[config.mk]
export PLATFORM = sky130hd
export DESIGN_NAME = nts_ctrl
export DESIGN_NICKNAME = d
export VERILOG_FILES = /design/src/hw/rtl/nts_pkg.sv /design/src/hw/rtl/nts_ctrl.sv
export SDC_FILE = /design/constraint.sdc
export NUM_CORES = 1
export LEC_CHECK = 0
export BUFFER_PORTS_ARGS = -buffer_cell sky130_fd_sc_hd__buf_2
export CORE_AREA = 2 2 39 41
export CTS_CLUSTER_SIZE = 8
export DETAILED_ROUTE_END_ITERATION = 10
export DIE_AREA = 0 0 41 43
export PLACE_DENSITY = 0.59
export SLEW_MARGIN = 20
export SYNTH_ARGS = -nofsm -noshare
export SYNTH_HDL_FRONTEND = slang
export SYNTH_SLANG_ARGS = --single-unit
[constraint.sdc]
create_clock -name clk -period 1.3 [get_ports clk]
set_clock_uncertainty 0.05 [all_clocks]
set_input_delay 0.13 -clock clk [delete_from_list [all_inputs] [get_ports clk]]
set_output_delay 0.13 -clock clk [all_outputs]
set_load 0.05 [all_outputs]
[src/hw/rtl/nts_pkg.sv]
// Shared types and constants for the non-preemptive tick scheduler.
// No dependencies.
package nts_pkg;
  localparam int MAX_PROCS = 16;
  localparam int TIME_BITS = 16;

  localparam logic OP_LOAD = 1'b0;
  localparam logic OP_TICK = 1'b1;
  localparam logic [3:0] CFG_POLICY = 4'd0;
  localparam logic [3:0] CFG_COUNT  = 4'd1;
  localparam logic POLICY_FCFS = 1'b0;
  localparam logic POLICY_SPN  = 1'b1;

  // controller -> datapath commands
  typedef struct packed {
    logic load;      // write table entry from request
    logic start;     // latch time, clear scan state
    logic arr_step;  // examine one slot for arrival
    logic pick_step; // examine one queue entry for dispatch
    logic dispatch;  // take chosen entry
    logic rd_issue;  // read remaining/arrival of running slot
    logic finish;    // update remaining, build result
  } nts_cmd_t;

  // datapath -> controller status
  typedef struct packed {
    logic arr_last;
    logic pick_last;
    logic need_pick;
  } nts_stat_t;
endpackage

[src/hw/rtl/nts_ctrl.sv]
// Controller state machine for the tick scheduler.
// Depends on nts_pkg.
module nts_ctrl import nts_pkg::*; (
  input  logic      clk,
  input  logic      rst,
  input  logic      in_valid,
  input  logic      in_op,
  output logic      in_ready,
  input  logic      out_busy,
  output logic      out_load,
  input  nts_stat_t stat,
  output nts_cmd_t  cmd
);
  typedef enum logic [5:0] {
    S_IDLE = 6'b000001,
    S_ARR  = 6'b000010,
    S_PICK = 6'b000100,
    S_RD   = 6'b001000,
    S_FIN  = 6'b010000,
    S_OUT  = 6'b100000
  } state_t;

  state_t state, state_next;

  always_comb begin
    state_next = state;
    cmd = '0;
    in_ready = 1'b0;
    out_load = 1'b0;
    case (state)
      S_IDLE: begin
        in_ready = 1'b1;
        if (in_valid) begin
          if (in_op == OP_LOAD) begin
            cmd.load = 1'b1;
          end else begin
            cmd.start = 1'b1;
            state_next = S_ARR;
          end
        end
      end
      S_ARR: begin
        cmd.arr_step = 1'b1;
        if (stat.arr_last) state_next = S_PICK;
      end
      S_PICK: begin
        if (!stat.need_pick) begin
          state_next = S_RD;
        end else if (stat.pick_last) begin
          cmd.dispatch = 1'b1;
          state_next = S_RD;
        end else begin
          cmd.pick_step = 1'b1;
        end
      end
      S_RD: begin
        cmd.rd_issue = 1'b1;
        state_next = S_FIN;
      end
      S_FIN: begin
        cmd.finish = 1'b1;
        state_next = S_OUT;
      end
      S_OUT: begin
        if (!out_busy) begin
          out_load = 1'b1;
          state_next = S_IDLE;
        end
      end
      default: state_next = S_IDLE;
    endcase
  end

  always_ff @(posedge clk) begin
    if (rst) state <= S_IDLE;
    else state <= state_next;
  end

`ifndef SYNTHESIS
  a_onehot: assert property (@(posedge clk) disable iff (rst) $onehot(state))
    else $error("state not one-hot");
  a_out_from_fin: assert property (@(posedge clk) disable iff (rst)
    state == S_OUT |-> $past(state) == S_FIN || $past(state) == S_OUT)
    else $error("result without finish step");
  a_ready_idle: assert property (@(posedge clk) disable iff (rst)
    in_ready |-> !(cmd.arr_step || cmd.finish))
    else $error("request taken while busy");
`endif
endmodule

[After elaboration in Yosys (flattened, before gate mapping)]
Index checks and enable logic that the tools add are counted.
Word-level totals
  logic and storage cells: 34
  input port bits: 8
  output and inout bits: 9
  flip-flop bits (word level): 6
Cells by class
  reduce and logical (&&, ||, !) cells: 1
  multiplexer cells: 21
  equal/unequal tests: 11
Operator list (number)
  two-way mux 6 bit: 6
  one-hot mux 6 bit (6 select lines): 1
  two-way mux 1 bit: 10
  two-way mux 2 bit: 4
  != test 2 bit, second input constant: 4
  == test 6 x 1 -> 1 bit, second input constant: 1
  == test 6 x 2 -> 1 bit, second input constant: 1
  == test 6 x 3 -> 1 bit, second input constant: 1
  == test 6 x 4 -> 1 bit, second input constant: 1
  == test 6 x 5 -> 1 bit, second input constant: 1
  == test 6 bit, second input constant: 1
  AND reduction 5 bit: 1
  != test 3 bit, second input constant: 1

[Logic depth before layout (Yosys ltp)]
Gate-level depths: netlist of run 1.
  word-level depth: 3
  mapped depth: 6
  depth with buffers taken out: 5

[Least setup slack after synthesis of run 1]
Ideal clock, no wire load.
  path kind: flip-flop to output port
  from: reg state[3]
  to: out cmd[6] (netlist name)
  arrival time: 1.874 ns
  data required time: 1.120 ns
  buffers on the path: 1
  setup slack: -0.754 ns
  cell stages (with the launch flop): 5
  cell sequence: dfxtp_1 buf_4 nor2_2 nand3_1 nor3b_1
RTL lines
  start: declaration: RTL line nts_ctrl.sv:23  | state_t state, state_next;
  start signal: assignment: RTL line nts_ctrl.sv:76  | else state <= state_next;
  end: declaration: RTL line nts_ctrl.sv:12  | output nts_cmd_t cmd

==> results.yml, run 1 <==
placed_design:
  place_ws_ps: -150
  gp_congestion: 0.745
  port_buffers: 16
  dp_hpwl_um: 844
routing:
  drt_iter0_drc: 5
  first_pass_iters: 4
  vias: 530
  avgRoutedWirePerCell_um: 13.0
  viasPerCell: 5.00
  drtAntennaViolNets: 0
  drc: 0
  totalWireLength_mm: 1.38
synthesis:
  synth_top_family_by_area: "simple AND/OR/NAND/NOR gates"
  synth_warnings: 0
  synthesis.nets: 62
  syn_area_um2: 417
  avgSynthCellArea_um2: 7.72
  synthAdderAreaFrac: 0
  ys_seq_area_frac: 0.288
  synth-compound-area-share: 0.132
  synth_mux_area_frac: 0
  synthCells: 54
  synth_xor_area_frac: 0.0210
  ys_types: 26
  ys_seq_elements: 6
  yosys.area_share.simple: 0.468
layout:
  fillers: 111
  largestRegisters: "state x6"
  final_cell_mix: "buf_4, buf_6, buf_2"
  drive_gt1_frac: 0.700
  layout_commonest_cell: "buf_4"
  fin_nets: 100
  largest_reg_flops: 6
  syn2layout_area_growth_pct: 105
  multi_input_area_um2: 333
  regMostFlops: "state"
  n_antenna_cell: 0
  regArea_um2: 135
grt:
  antenna_found_initial: 0
  top_usage_layer: "met2"
  grt_pass1_wl_mm: 1.96
  use_met1: 0.177
  grt_max_degree: 7
  met3_usage: 0.0314
  use_met2: 0.291
  globalRoute.totalOverflow: 0
  grt_pass1_vias: 475
  grt_usage: 0.164
cts:
  clkSinkCount: 6
  insertion_delay_ps: 250
  clock_path_buffers: 2
  tritoncts: "yes"
  clk_pin_slew_ps: 50
  cts_inserted_buffers: 3
  cts_max_level: 1
  cts-root-buf: "clkbuf_4"
floorplanning:
  die_h_um: 43
  dieArea_um2: 1760
  coreArea_um2: 1380
  die_w_um: 41
  initial_core_util: 0.301
  rows: 14
  top_level_ports: 17
pwr:
  p_per_area_nw_per_um2: 668
  p_leak_nw: 0.393
  total_power_w: 0.000572
  ir_worst_vdd_uv: 401
timing:
  tns_ps: -2000
  relSlewSlack: 0.831
  setup_viol_count_final: 12
  layout_setup_ws_ps: -266
  fmax_mhz: 639
  finalHoldViolCount: 0
  tightest_slew_ps: 252
  fin_crit_ps: 1570
  rsz0062_at_grt: "true"
  slew_violations: 0
  fin_hold_ws_ps: 39.7
  period_share: 1.20
critical_path:
  cp_max_fo: 4
  reg2reg_from: "state[4]$_SDFFE_PP0P_"
  crit_type: "register to primary output"
  crit_start: "state[4]$_SDFFE_PP0P_"
  cp.arrival_ps: 1390
  critPathRequiredTime_ps: 1120
  startpoint_type: "register"
  ff2ff_path_depth: 6
  worstSetupEndpointType: "primary output"
worst_hold_path:
  hp-start: "rst"
  hp-class: "input pin to register"
  hold_depth: 2
run:
  drv_cap: 0
outcome:
  outcome: "complete, but fails checks"
  violations: "negative setup slack"
[metal layers]
metal  vias up  part of all wire
met5         -                 0
met4         0             0.018
met3         4             0.040
met2        19              0.53
met1       242              0.41
li1        265                 -
[metrics by stage]
step                 util  std cells  area [um^2]
CTS                 0.560        100          774
global placement    0.447         96          618
finish              0.618        106          856
floorplan               -         54          443
global route        0.618        106          856
detailed placement  0.447         96          618
[cells by family after synthesis]
group                     after synthesis
DFF                                     6
buffers and inverters                   8
AOI/OAI and AO/OA                       9
and+or+nand+nor                        30
xor gates and xnor gates                1
[cell usage after synthesis (all sizes together)]
master	instances	share of area
nor2	7	0.069
dfxtp	6	0.29
inv	6	0.054
a21oi	4	0.057
nand3	4	0.060
nand4b	4	0.084
nor3	3	0.060
o21ai	3	0.036
and2b	2	0.036
and3	2	0.030
buf	2	0.036
nand2	2	0.018
nand4	2	0.030
nor3b	2	0.048
a41oi	1	0.021
and2	1	0.018
nor2b	1	0.015
o211ai	1	0.018
xor2	1	0.021
[path summary, 6_finish.rpt]
kind,to,slack [ps]
worst min-delay path,state[1]$_SDFFE_PP0P_,40
worst min register to register,state[0]$_SDFFE_PP1P_,560
worst max register to register,state[4]$_SDFFE_PP0P_,-90
worst max-delay path,cmd[6],-270
[cell type report]
type,instances,share of cell area
clock buffers,3,0.0263
inverters,6,0.0336
multi-input cells,40,0.389
flip-flops and latches,6,0.158
well taps,16,0.0234
repair buffers,35,0.370
[power breakdown]
group / switching (W) / internal [W] / total (W)
combinational: 0.000101 / 0.0000970 / 0.000198
sequential: 0.00000818 / 0.000186 / 0.000194
clock: 0.0000749 / 0.000105 / 0.000180
[worst max-delay path, stage by stage (launching register included)]
cell     delay [ps]
dfxtp_4         350
nor3_4          230
nand3_2         160
nor3b_4         210
buf_6           180
[timing repair]
action,CTS,global route
setup buffers,1,7
setup endpoints to repair,12,13
hold buffers,0,0
gates resized for setup,37,12
pin swaps,7,10
Power figures use the tool's default switching activity.
==> run 2: changes to the inputs <==
--- a/config.mk
+++ b/config.mk
@@ -11,6 +11,7 @@
 export DETAILED_ROUTE_END_ITERATION = 10
 export DIE_AREA = 0 0 41 43
 export PLACE_DENSITY = 0.59
+export SETUP_SLACK_MARGIN = 0.02
 export SLEW_MARGIN = 20
 export SYNTH_ARGS = -nofsm -noshare
 export SYNTH_HDL_FRONTEND = slang
==> constraint.sdc (replaced) <==
create_clock -name clk -period 1.3 [get_ports clk]
set_clock_uncertainty 0.05 [all_clocks]
set_input_delay 0 -clock clk [delete_from_list [all_inputs] [get_ports clk]]
set_output_delay 0 -clock clk [all_outputs]
set_load 0.05 [all_outputs]
==> run 2 against run 1 <==
Compared with the run above: the flow still finishes with violations (negative setup slack); non-clock buffer count shrank 7; utilization is 8.5 points lower; critical path depth unchanged; final area decreased by 14%; register-to-register slack better by 60 ps; setup slack gained 180 ps; sequential power is 4% higher; highest routed layer unchanged.
==> results.yml, run 2 (same netlist as run 1, synthesis figures left out) <==
timing:
  rsz0062_at_grt: "true"
  fin_hold_ws_ps: 66.2
  fin_crit_ps: 1390
  finalHoldViolCount: 0
  relSlewSlack: 0.833
  period_share: 1.07
  fmax_mhz: 720
  slew_violations: 0
  tightest_slew_ps: 252
  tns_ps: -588
  setup_viol_count_final: 11
  layout_setup_ws_ps: -88.2
floorplanning:
  rows: 14
  die_w_um: 41
  coreArea_um2: 1380
  die_h_um: 43
  initial_core_util: 0.301
  dieArea_um2: 1760
  top_level_ports: 17
critical_path:
  ff2ff_path_depth: 7
  reg2reg_from: "state[4]$_SDFFE_PP0P_"
  cp_max_fo: 3
  crit_start: "state[4]$_SDFFE_PP0P_"
  worstReg2RegEnd: "state[1]$_SDFFE_PP0P_"
  startpoint_type: "register"
  worstSetupEndpointType: "primary output"
  cp.arrival_ps: 1340
  crit_end: "cmd[6]"
  crit_type: "register to primary output"
  critPathRequiredTime_ps: 1250
  r2r_slack_ps: -30
grt:
  grt_pass1_vias: 502
  grt_pass1_wl_mm: 1.95
  globalRoute.totalOverflow: 0
  grt_usage: 0.163
  antenna_found_initial: 0
  grt_max_degree: 9
cts:
  cts-root-buf: "clkbuf_4"
  clk_pin_slew_ps: 40
  clock_path_buffers: 2
  insertion_delay_ps: 250
  clkSinkCount: 6
  tritoncts: "yes"
  cts_inserted_buffers: 3
  cts_max_level: 1
layout:
  largestRegisters: "state x6"
  regMostFlops: "state"
  largest_reg_flops: 6
  fillers: 141
  layout_commonest_cell: "buf_4"
  final_cell_mix: "buf_4, buf_2, buf_6, dfxtp_2"
  n_antenna_cell: 0
  fin_nets: 93
  syn2layout_area_growth_pct: 77.2
  drive_gt1_frac: 0.602
  final_util: 0.533
routing:
  drt_iter0_drc: 13
  drtAntennaViolNets: 0
  vias: 499
  drc: 0
  viasPerCell: 5.04
  totalWireLength_mm: 1.21
  avgRoutedWirePerCell_um: 12.2
  first_pass_iters: 4
outcome:
  outcome: "complete, but fails checks"
  violations: "negative setup slack"
placed_design:
  dp_hpwl_um: 915
  gp_congestion: 0.792
  place_ws_ps: -40.8
  port_buffers: 16
run:
  drv_cap: 0
pwr:
  ir_worst_vdd_uv: 324
  p_per_area_nw_per_um2: 715
  p_leak_nw: 0.340
worst_hold_path:
  hp-start: "out_busy"
  hp-class: "input pin to register"
## run 2: changes by cell type in the layout (fill, tap and decap cells not counted), moves of 3 or more
cell     before  now
buf_6        11    6
buf_4        13   10
dfxtp_2       3    6
dfxtp_4       3    0
## run 2: metal layers
layer / wire [um] / GRT usage
met1: 489 / 0.195
met2: 632 / 0.259
met3: 58 / 0.0209
met4: 28 / 0.100
met5: 0 / 0
## run 2: what timing repair did
| item | 4_1_cts | 5_1_grt |
|---|---|---|
| pin swaps | 5 | 5 |
| cloned | 0 | 0 |
| gates resized for setup | 27 | 3 |
| hold endpoints to repair | 3 | 0 |
| endpoints found under the setup margin | 10 | 13 |
| hold buffers | 2 | 0 |
| setup buffers | 2 | 2 |
## run 2: layout make-up
type	instances	area, um^2	share of cell area
well taps	16	20.0	0.0271
multi-input cells	40	307	0.415
flip-flops and latches	6	128	0.173
clock buffers	3	22.5	0.0305
repair buffers	28	233	0.315
inverters	6	28.8	0.0390
## run 2: power breakdown
group	switching [W]	internal, W	leakage [nW]
clock	0.0000707	0.000105	0.0138
sequential	0.0000111	0.000191	0.0508
combinational	0.0000856	0.0000648	0.275
## run 2: metrics by stage
stage | total power (W) | cells | area (um^2)
after global placement | 0.000322 | 90 | 572
final | 0.000528 | 99 | 738
after floorplan | 0.000285 | 54 | 442
after global routing | 0.000547 | 99 | 738
after detailed placement | 0.000325 | 90 | 572
after CTS | 0.000527 | 97 | 714
## run 2: worst min-delay path by stage
| stage | endpoint | depth (start not counted) |
|---|---|---|
| final | state[5]$_SDFFE_PP0P_ | 3 |
| after detailed placement | state[1]$_SDFFE_PP0P_ | 2 |
| after floorplan | state[1]$_SDFFE_PP0P_ | 1 |
| after global placement | state[1]$_SDFFE_PP0P_ | 2 |
| after CTS | state[5]$_SDFFE_PP0P_ | 3 |
| after global routing | state[5]$_SDFFE_PP0P_ | 3 |
## run 2: worst max-delay path: stages, from the launching register on
cell	delay (ps)
dfxtp_2	330
nor3_4	220
nand3_2	150
nor3b_4	200
buf_6	180
