`src/hw/rtl/nts_pkg.sv`:
```
// Shared types and constants for the non-preemptive tick scheduler.
// No dependencies.
package nts_pkg;
  localparam int MAX_PROCS = 16;
  localparam int TIME_BITS = 16;

  localparam logic OP_LOAD = 1'b0;
  localparam logic OP_TICK = 1'b1;
  localparam logic [3:0] CFG_POLICY = 4'd0;
  localparam logic [3:0] CFG_COUNT  = 4'd1;
  localparam logic POLICY_FCFS = 1'b0;
  localparam logic POLICY_SPN  = 1'b1;

  // controller -> datapath commands
  typedef struct packed {
    logic load;      // write table entry from request
    logic start;     // latch time, clear scan state
    logic arr_step;  // examine one slot for arrival
    logic pick_step; // examine one queue entry for dispatch
    logic dispatch;  // take chosen entry
    logic rd_issue;  // read remaining/arrival of running slot
    logic finish;    // update remaining, build result
  } nts_cmd_t;

  // datapath -> controller status
  typedef struct packed {
    logic arr_last;
    logic pick_last;
    logic need_pick;
  } nts_stat_t;
endpackage

```
`src/hw/rtl/nts_dp.sv`:
```
// Datapath for the tick scheduler: process tables, ready queue, time counter.
// Depends on nts_pkg.
module nts_dp import nts_pkg::*; (
  input  logic        clk,
  input  logic        rst,
  input  nts_cmd_t    cmd,
  output nts_stat_t   stat,
  input  logic        cfg_policy,
  input  logic [4:0]  cfg_count,
  input  logic [3:0]  ld_index,
  input  logic [15:0] ld_arrival,
  input  logic [15:0] ld_service,
  output logic [15:0] r_tick_time,
  output logic        r_running_valid,
  output logic [3:0]  r_running_slot,
  output logic [15:0] r_waiting_mask,
  output logic        r_done_valid,
  output logic [15:0] r_finish_time,
  output logic [15:0] r_turnaround,
  output logic [15:0] r_done_service
);
  localparam int IW = $clog2(MAX_PROCS);
  localparam int CW = $clog2(MAX_PROCS + 1);
  localparam logic [TIME_BITS-1:0] TMAX = '1;

  logic [TIME_BITS-1:0] arr_tab [MAX_PROCS];
  logic [15:0]          svc_tab [MAX_PROCS];
  logic [15:0]          rem_tab [MAX_PROCS];
  logic [IW-1:0]        fifo    [MAX_PROCS];
  logic [IW-1:0]        head, tail;
  logic [CW-1:0]        fill;
  logic [MAX_PROCS-1:0] ready_bits;
  logic                 cpu_busy;
  logic [IW-1:0]        cur;
  logic [TIME_BITS-1:0] now, time_cnt;
  logic [CW-1:0]        scan;     // arrival slot / queue offset
  logic [CW-1:0]        limit;
  logic [CW-1:0]        pick;
  logic [15:0]          pick_svc;
  logic [15:0]          rem_q;
  logic [TIME_BITS-1:0] arr_q;

  logic [IW-1:0] scan_slot, qslot, pslot;
  logic          arrives;
  logic [15:0]   rem_dec;
  logic [TIME_BITS-1:0] diff;
  logic [TIME_BITS:0]   turn;

  assign limit = (cfg_count > CW'(MAX_PROCS)) ? CW'(MAX_PROCS) : cfg_count;
  assign scan_slot = scan[IW-1:0];
  assign arrives = (scan < limit) && arr_tab[scan_slot] == now && !ready_bits[scan_slot]
                   && !(cpu_busy && cur == scan_slot) && fill < CW'(MAX_PROCS);
  assign qslot = fifo[IW'(head + scan[IW-1:0])];
  assign pslot = fifo[IW'(head + pick[IW-1:0])];
  assign stat.arr_last  = scan >= limit - 1'b1 || limit == '0;
  assign stat.need_pick = !cpu_busy && fill != '0;
  assign stat.pick_last = cfg_policy == POLICY_FCFS || scan >= fill;
  assign rem_dec = (rem_q != '0) ? rem_q - 16'd1 : 16'd0;
  assign diff = now - arr_q;
  assign turn = {1'b0, diff} + 1'b1;

  always_ff @(posedge clk) begin
    if (cmd.load && {1'b0, ld_index} < 5'(MAX_PROCS)) begin
      arr_tab[IW'(ld_index)] <= TIME_BITS'(ld_arrival);
      svc_tab[IW'(ld_index)] <= ld_service;
      rem_tab[IW'(ld_index)] <= ld_service;
    end
    if (cmd.arr_step && arrives) begin
      rem_tab[scan_slot] <= svc_tab[scan_slot];
      fifo[tail] <= scan_slot;
    end
    if (cmd.pick_step && (scan == '0 || svc_tab[qslot] < pick_svc)) begin
      pick_svc <= svc_tab[qslot];
    end
    // remove picked entry; entries ahead of it shift back one place
    if (cmd.dispatch) begin
      for (int k = 1; k < MAX_PROCS; k++)
        if (CW'(k) <= pick) fifo[IW'(head + IW'(k))] <= fifo[IW'(head + IW'(k - 1))];
    end
    if (cmd.rd_issue) begin
      rem_q <= rem_tab[cur];
      arr_q <= arr_tab[cur];
    end
    if (cmd.finish && cpu_busy) rem_tab[cur] <= rem_dec;
    if (cmd.start) now <= time_cnt;
    if (cmd.finish) begin
      r_tick_time     <= 16'(now);
      r_running_valid <= cpu_busy;
      r_running_slot  <= cpu_busy ? 4'(cur) : 4'd0;
      r_waiting_mask  <= 16'(ready_bits);
      r_done_valid    <= cpu_busy && rem_dec == '0;
      r_finish_time   <= (cpu_busy && rem_dec == '0) ? 16'(now) : 16'd0;
      r_turnaround    <= (cpu_busy && rem_dec == '0) ?
                         16'(turn[TIME_BITS] ? TMAX : turn[TIME_BITS-1:0]) : 16'd0;
      r_done_service  <= (cpu_busy && rem_dec == '0) ? svc_tab[cur] : 16'd0;
    end
    if (rst) begin
      head <= '0;
      tail <= '0;
      fill <= '0;
      ready_bits <= '0;
      cpu_busy <= 1'b0;
      cur <= '0;
      time_cnt <= '0;
      scan <= '0;
      pick <= '0;
    end else begin
      if (cmd.start) begin
        scan <= '0;
        pick <= '0;
      end else if (cmd.arr_step) begin
        scan <= stat.arr_last ? '0 : scan + 1'b1;
      end else if (cmd.pick_step) begin
        scan <= scan + 1'b1;
        if (scan != '0 && svc_tab[qslot] < pick_svc) pick <= scan;
      end
      if (cmd.arr_step && arrives) begin
        tail <= tail + 1'b1;
        fill <= fill + 1'b1;
        ready_bits[scan_slot] <= 1'b1;
      end
      if (cmd.dispatch) begin
        cur <= pslot;
        head <= head + 1'b1;
        fill <= fill - 1'b1;
        ready_bits[pslot] <= 1'b0;
        cpu_busy <= 1'b1;
      end
      if (cmd.finish) begin
        time_cnt <= now + 1'b1;
        if (cpu_busy && rem_dec == '0) cpu_busy <= 1'b0;
      end
    end
  end

`ifndef SYNTHESIS
  a_fill: assert property (@(posedge clk) disable iff (rst) fill <= CW'(MAX_PROCS))
    else $error("queue overfilled");
  a_count: assert property (@(posedge clk) disable iff (rst)
    $countones(ready_bits) == int'(fill))
    else $error("ready bits disagree with queue fill");
  a_disp: assert property (@(posedge clk) disable iff (rst)
    cmd.dispatch |=> cpu_busy)
    else $error("dispatch did not occupy cpu");
`endif
endmodule

```
`config.mk`:
```
export PLATFORM = sky130hd
export DESIGN_NAME = nts_dp
export DESIGN_NICKNAME = d
export VERILOG_FILES = /design/src/hw/rtl/nts_pkg.sv /design/src/hw/rtl/nts_dp.sv
export SDC_FILE = /design/constraint.sdc
export NUM_CORES = 2
export LEC_CHECK = 0
export ABC_AREA = 1
export BUFFER_PORTS_ARGS = -buffer_cell sky130_fd_sc_hd__buf_2
export CORE_ASPECT_RATIO = 2
export CORE_MARGIN = 2
export CORE_UTILIZATION = 58
export CTS_CLUSTER_DIAMETER = 120
export DETAILED_ROUTE_END_ITERATION = 7
export PLACE_DENSITY = 0.8
export SLEW_MARGIN = 20
export SYNTH_ARGS = -nofsm -noshare
export SYNTH_HDL_FRONTEND = slang
export SYNTH_SLANG_ARGS = --single-unit
export TNS_END_PERCENT = 1
```
`constraint.sdc`:
```
create_clock -name clk -period 5.3 [get_ports clk]
set_clock_uncertainty 0.2 [all_clocks]
set_input_delay 0.53 -clock clk [delete_from_list [all_inputs] [get_ports clk]]
set_output_delay 0.53 -clock clk [all_outputs]
set_load 0.01 [all_outputs]
```
==> flow_summary.ini, run 1 <==
[outcome]
error = [ERROR GRT-0116] Global routing finished with congestion. Check the congestion regions in the DRC Viewer.
outcome = stopped before the end
failing_step = global routing

[placement]
hpwl_um = 301000
numPortBuffers = 139
gp_congestion = 1.34
dpl-instance-area_um2 = 77800

[logic_synthesis]
async_reset_ff_frac = 0
synthFlopType = edfxtp_1
syn-instance-count = 9532
syn_nets = 9668
syn_area_um2 = 71800
synth-edff-count = 982
ys_warn_count = 0
syn_avg_cell_area_um2 = 7.53
yosysUniqueCellTypes = 64
ys_seq_elements = 1050
yosysSeqAreaShare = 0.430

[global_routing]
grt_pass1_wl_um = 776000
grt_max_degree = 125
grt.total_usage = 0.818
overflow = 3597
grt_pass1_vias = 93800

[floorplanning]
start_util = 0.584
die_h_um = 501
io_pins = 140
die_w_um = 253
rows = 182

[cts]
cts_root_buffer = clkbuf_16
cts_resized = 0
h-tree-depth = 3
cts_sinks = 1050
cts_buffer_depth = 3
cts-buffers-inserted = 90
-- metrics by stage --
| stage | setup slack (ns) | utilization | cells |
|---|---|---|---|
| after floorplan | 0.0861 | - | 9532 |
| after global placement | 0.115 | 0.633 | 11300 |
| after detailed placement | 0.142 | 0.633 | 11300 |
| after CTS | 0.0799 | 0.658 | 11500 |
-- logic make-up after synthesis --
group / Yosys count / synth area share
flip-flops: 1050 / 0.430
AND/OR/NAND/NOR: 3315 / 0.191
buffers and inverters: 1711 / 0.0943
adder cells (fa/ha/maj): 85 / 0.0152
multiplexers: 49 / 0.00689
AO/OA/AOI/OAI: 3256 / 0.254
XOR/XNOR: 66 / 0.00816
-- per-layer routing --
metal / overflow / global-route usage
met5: 4 / 0.315
met4: 1210 / 0.893
met3: 39 / 0.636
met2: 2320 / 1.03
met1: 24 / 0.767
-- cells in the mapped netlist, types with 16 or more instances --
| master | n | area share |
|---|---|---|
| edfxtp_1 | 982 | 0.41 |
| nand4_1 | 66 | 0.0058 |
| o21ai_1 | 107 | 0.0075 |
| buf_4 | 29 | 0.0030 |
| a22oi_1 | 191 | 0.020 |
| mux2i_1 | 48 | 0.0067 |
| xnor2_1 | 20 | 0.0024 |
| nor3_1 | 136 | 0.0095 |
| clkbuf_1 | 436 | 0.023 |
| or2_2 | 21 | 0.0018 |
| buf_1 | 41 | 0.0021 |
| nand2_1 | 2055 | 0.11 |
| a21oi_1 | 1111 | 0.077 |
| xor2_1 | 45 | 0.0055 |
| inv_1 | 1070 | 0.056 |
| o22ai_1 | 77 | 0.0067 |
| nor4_1 | 30 | 0.0026 |
| o221ai_1 | 86 | 0.010 |
| dfxtp_1 | 68 | 0.019 |
| nor2_1 | 505 | 0.026 |
| o21ai_0 | 1264 | 0.088 |
| a31oi_1 | 78 | 0.0068 |
| or4_1 | 16 | 0.0017 |
| ha_1 | 81 | 0.014 |
| nand3b_1 | 17 | 0.0018 |
| nand3_1 | 431 | 0.030 |
| o211ai_1 | 274 | 0.029 |
| buf_2 | 97 | 0.0068 |
-- what timing repair did --
action / 4_1_cts
hold buffers: 16
endpoints found under the hold margin: 252
setup buffers: 0
==> inputs of run 2 (changes only) <==
--- a/config.mk
+++ b/config.mk
@@ -7,12 +7,10 @@
 export LEC_CHECK = 0
 export ABC_AREA = 1
 export BUFFER_PORTS_ARGS = -buffer_cell sky130_fd_sc_hd__buf_2
-export CORE_ASPECT_RATIO = 2
 export CORE_MARGIN = 2
-export CORE_UTILIZATION = 58
-export CTS_CLUSTER_DIAMETER = 120
+export CORE_UTILIZATION = 40
 export DETAILED_ROUTE_END_ITERATION = 7
-export PLACE_DENSITY = 0.8
+export PLACE_DENSITY_LB_ADDON = 0.15
 export SLEW_MARGIN = 20
 export SYNTH_ARGS = -nofsm -noshare
 export SYNTH_HDL_FRONTEND = slang
==> constraint.sdc (replaced) <==
create_clock -name clk -period 6.89 [get_ports clk]
set_clock_uncertainty 0.2 [all_clocks]
set_input_delay 0.689 -clock clk [delete_from_list [all_inputs] [get_ports clk]]
set_output_delay 0.689 -clock clk [all_outputs]
set_load 0.01 [all_outputs]
==> run 2 against run 1 <==
The flow now finishes, with violations (design-rule violations). Synthesized cell count stayed put. Synthesized area is the same.
==> flow_summary.ini, run 2 <==
[critical_path]
end_kind = flip-flop
reg2reg_slack_ns = 0.91
worstSetupPathType = reg -> reg
start_kind = flip-flop
critPathArrivalTime_ns = 6.29
worstPathRequired_ns = 7.20
worstPathMaxFanout = 71

[cts]
cts-buffers-inserted = 119
insertion_delay_ns = 0.86
cts_buffer_depth = 3
cts_root_buffer = clkbuf_16
cts_tree = done
cts_sinks = 1050
cts_resized = 0
h-tree-depth = 3
clkSlewWorstSetupHoldPaths_ns = 0.06

[finish]
nFillCells = 18000
layout.area.seq_um2 = 30900
reg.largest.list = arr_tab x256, rem_tab x256, svc_tab x256
layout_commonest_cell = nand2_1
mostFrequentLayoutCells = nand2_1, o21ai_0, a21oi_1
drive_above_1_share = 0.0767
layout.cells.non_filler = 11900
multi_input_area_um2 = 34400
area_delta_synth_final_pct = 10.4
fin_nets = 9599

[placement]
gp_congestion = 1.11
hpwl_um = 251000
numPortBuffers = 139
placedCellCount = 11700

[global_routing]
grt_pass1_vias = 69300
overflow = 0
grt.total_usage = 0.396
grt_max_degree = 199
grt_antenna_before_repair = 29
grt_pass1_wl_um = 520000

[timing]
setup_viol = 0
period_needed_ns = 5.98
fmax_mhz = 167
max_slew_margin = 0.130
hold_slack_ns = 0.0372
max_slew.worst_pin.slew_ns = 1.30
fin_crit_sh = 0.867
maxSlewViolCount = 0
fin_tns_setup_ns = 0
timing.final.hold_violations = 0
rsz0062_at_grt = false

[outcome]
violations = design-rule violations
outcome = complete, but fails checks

[route]
drt_iter0_markers = 12300
antenna_left = 0
viasPerCell = 6.40
drc_errors = 6
vias = 76300
wire_per_inst_um = 31.5
drtPass1Iterations = 8
routed_wl_um = 376000

[logic_synthesis]
yosysMostFrequentCell = nand2_1
async_reset_ff_frac = 0
syn_area_um2 = 71800
synthFlopType = edfxtp_1
syn_avg_cell_area_um2 = 7.53
ys_warn_count = 0
yosys-top-cells-count = nand2_1, o21ai_0, a21oi_1, inv_1, edfxtp_1
synth-edff-count = 982
yosysSeqAreaShare = 0.430
synth_area_leader_cell = edfxtp_1
yosys-top-cells-area = edfxtp_1, nand2_1, o21ai_0
yosysUniqueCellTypes = 64
synth_top_area_share = 0.411
syn_nets = 9668
ys_seq_elements = 1050
syn-instance-count = 9532

[floorplanning]
coreArea_um2 = 178000
die_area_um2 = 183000
die_h_um = 428
start_util = 0.402
rows = 155
die_w_um = 428
io_pins = 140

[power]
peakVddDrop_v = 0.000228
leakagePower_nw = 30.2
powerDensity_nw_per_um2 = 244

[worst_hold_path]
hp-class = in -> reg

[job]
drv_cap = 0
-- run 2: area by class of cell --
type	count	area share
diodes	9	0.000284
clock buffers	159	0.0415
clock inverters	65	0.00749
inverters	1093	0.0518
multi-input cells	6771	0.434
flip-flops and latches	1050	0.390
well taps	2355	0.0372
repair buffers	428	0.0375
-- run 2: path summary, 6_finish.rpt --
| kind | from | to | cells after the start |
|---|---|---|---|
| min reg2reg | time_cnt[13] | now[13] | 0 |
| min | cmd[0] | r_tick_time[1] | 1 |
| max reg2reg | head[0] | pick_svc[9] | 23 |
| max | head[0] | pick_svc[9] | 23 |
-- run 2: logic make-up (layout without fill, tap and decap cells) --
kind of cell             after synthesis  count (layout)  synth area share
AND/OR/NAND/NOR                     3315            3315             0.191
multiplexers                          49              49           0.00689
XOR/XNOR                              66              66           0.00816
AO/OA/AOI/OAI                       3256            3256             0.254
adder cells (fa/ha/maj)               85              85            0.0152
buffers and inverters               1711            1745            0.0943
other                                  0               9                 0
flip-flops                          1050            1050             0.430
-- run 2: power breakdown --
part | switching [mW] | total [mW] | internal, mW | leakage, nW
registers | 0.178 | 7.42 | 7.24 | 9.62
clock network | 2.88 | 6.46 | 3.58 | 1.89
logic | 4.23 | 5.49 | 1.27 | 18.7
-- run 2: per-layer routing --
| layer | vias up | track usage | part of all wire | routed length (µm) |
|---|---|---|---|---|
| met4 | 17 | 0.235 | 0.069 | 25900 |
| met3 | 1200 | 0.0865 | 0.12 | 43500 |
| met1 | 36500 | 0.527 | 0.39 | 146000 |
| met5 | - | 0.00547 | 0.00065 | 246 |
| met2 | 5519 | 0.591 | 0.43 | 160000 |
| li1 | 33100 | - | - | - |
-- run 2: worst max-delay path, stage by stage (launching register included) --
cell and delay (ns):
dfxtp_4 0.34, ha_1 0.23, fa_1 0.61, inv_1 0.57
nand3_1 0.15, nand2_1 0.12, nand2_1 0.07, nand3_1 0.38
nand2_4 0.52, buf_12 0.39, a21oi_1 0.13, o21ai_0 0.10
nand3_1 0.08, nand3_1 0.08, nand2_1 0.11, inv_1 0.05
ha_1 0.30, a21oi_1 0.13, a21oi_1 0.08, a2111oi_1 0.27
buf_4 0.22, a21oi_1 0.07, nor2_1 0.13, buf_4 0.26
-- run 2: repair_timing --
item,CTS,global route
endpoints found under the hold margin,2,0
hold buffers,1,0
buffers inserted,0,0
-- run 2: per-stage QoR --
stage / power [mW] / setup WS [ns] / utilization / instance area [µm²]
floorplan: 10.3 / 1.29 / - / 71800
global placement: 12.8 / 0.878 / 0.422 / 75300
detailed placement: 12.8 / 0.951 / 0.422 / 75300
CTS: 19.1 / 0.957 / 0.444 / 79200
global route: 19.8 / 0.564 / 0.444 / 79200
finish: 19.4 / 0.913 / 0.444 / 79200
Power figures use the tool's default switching activity.
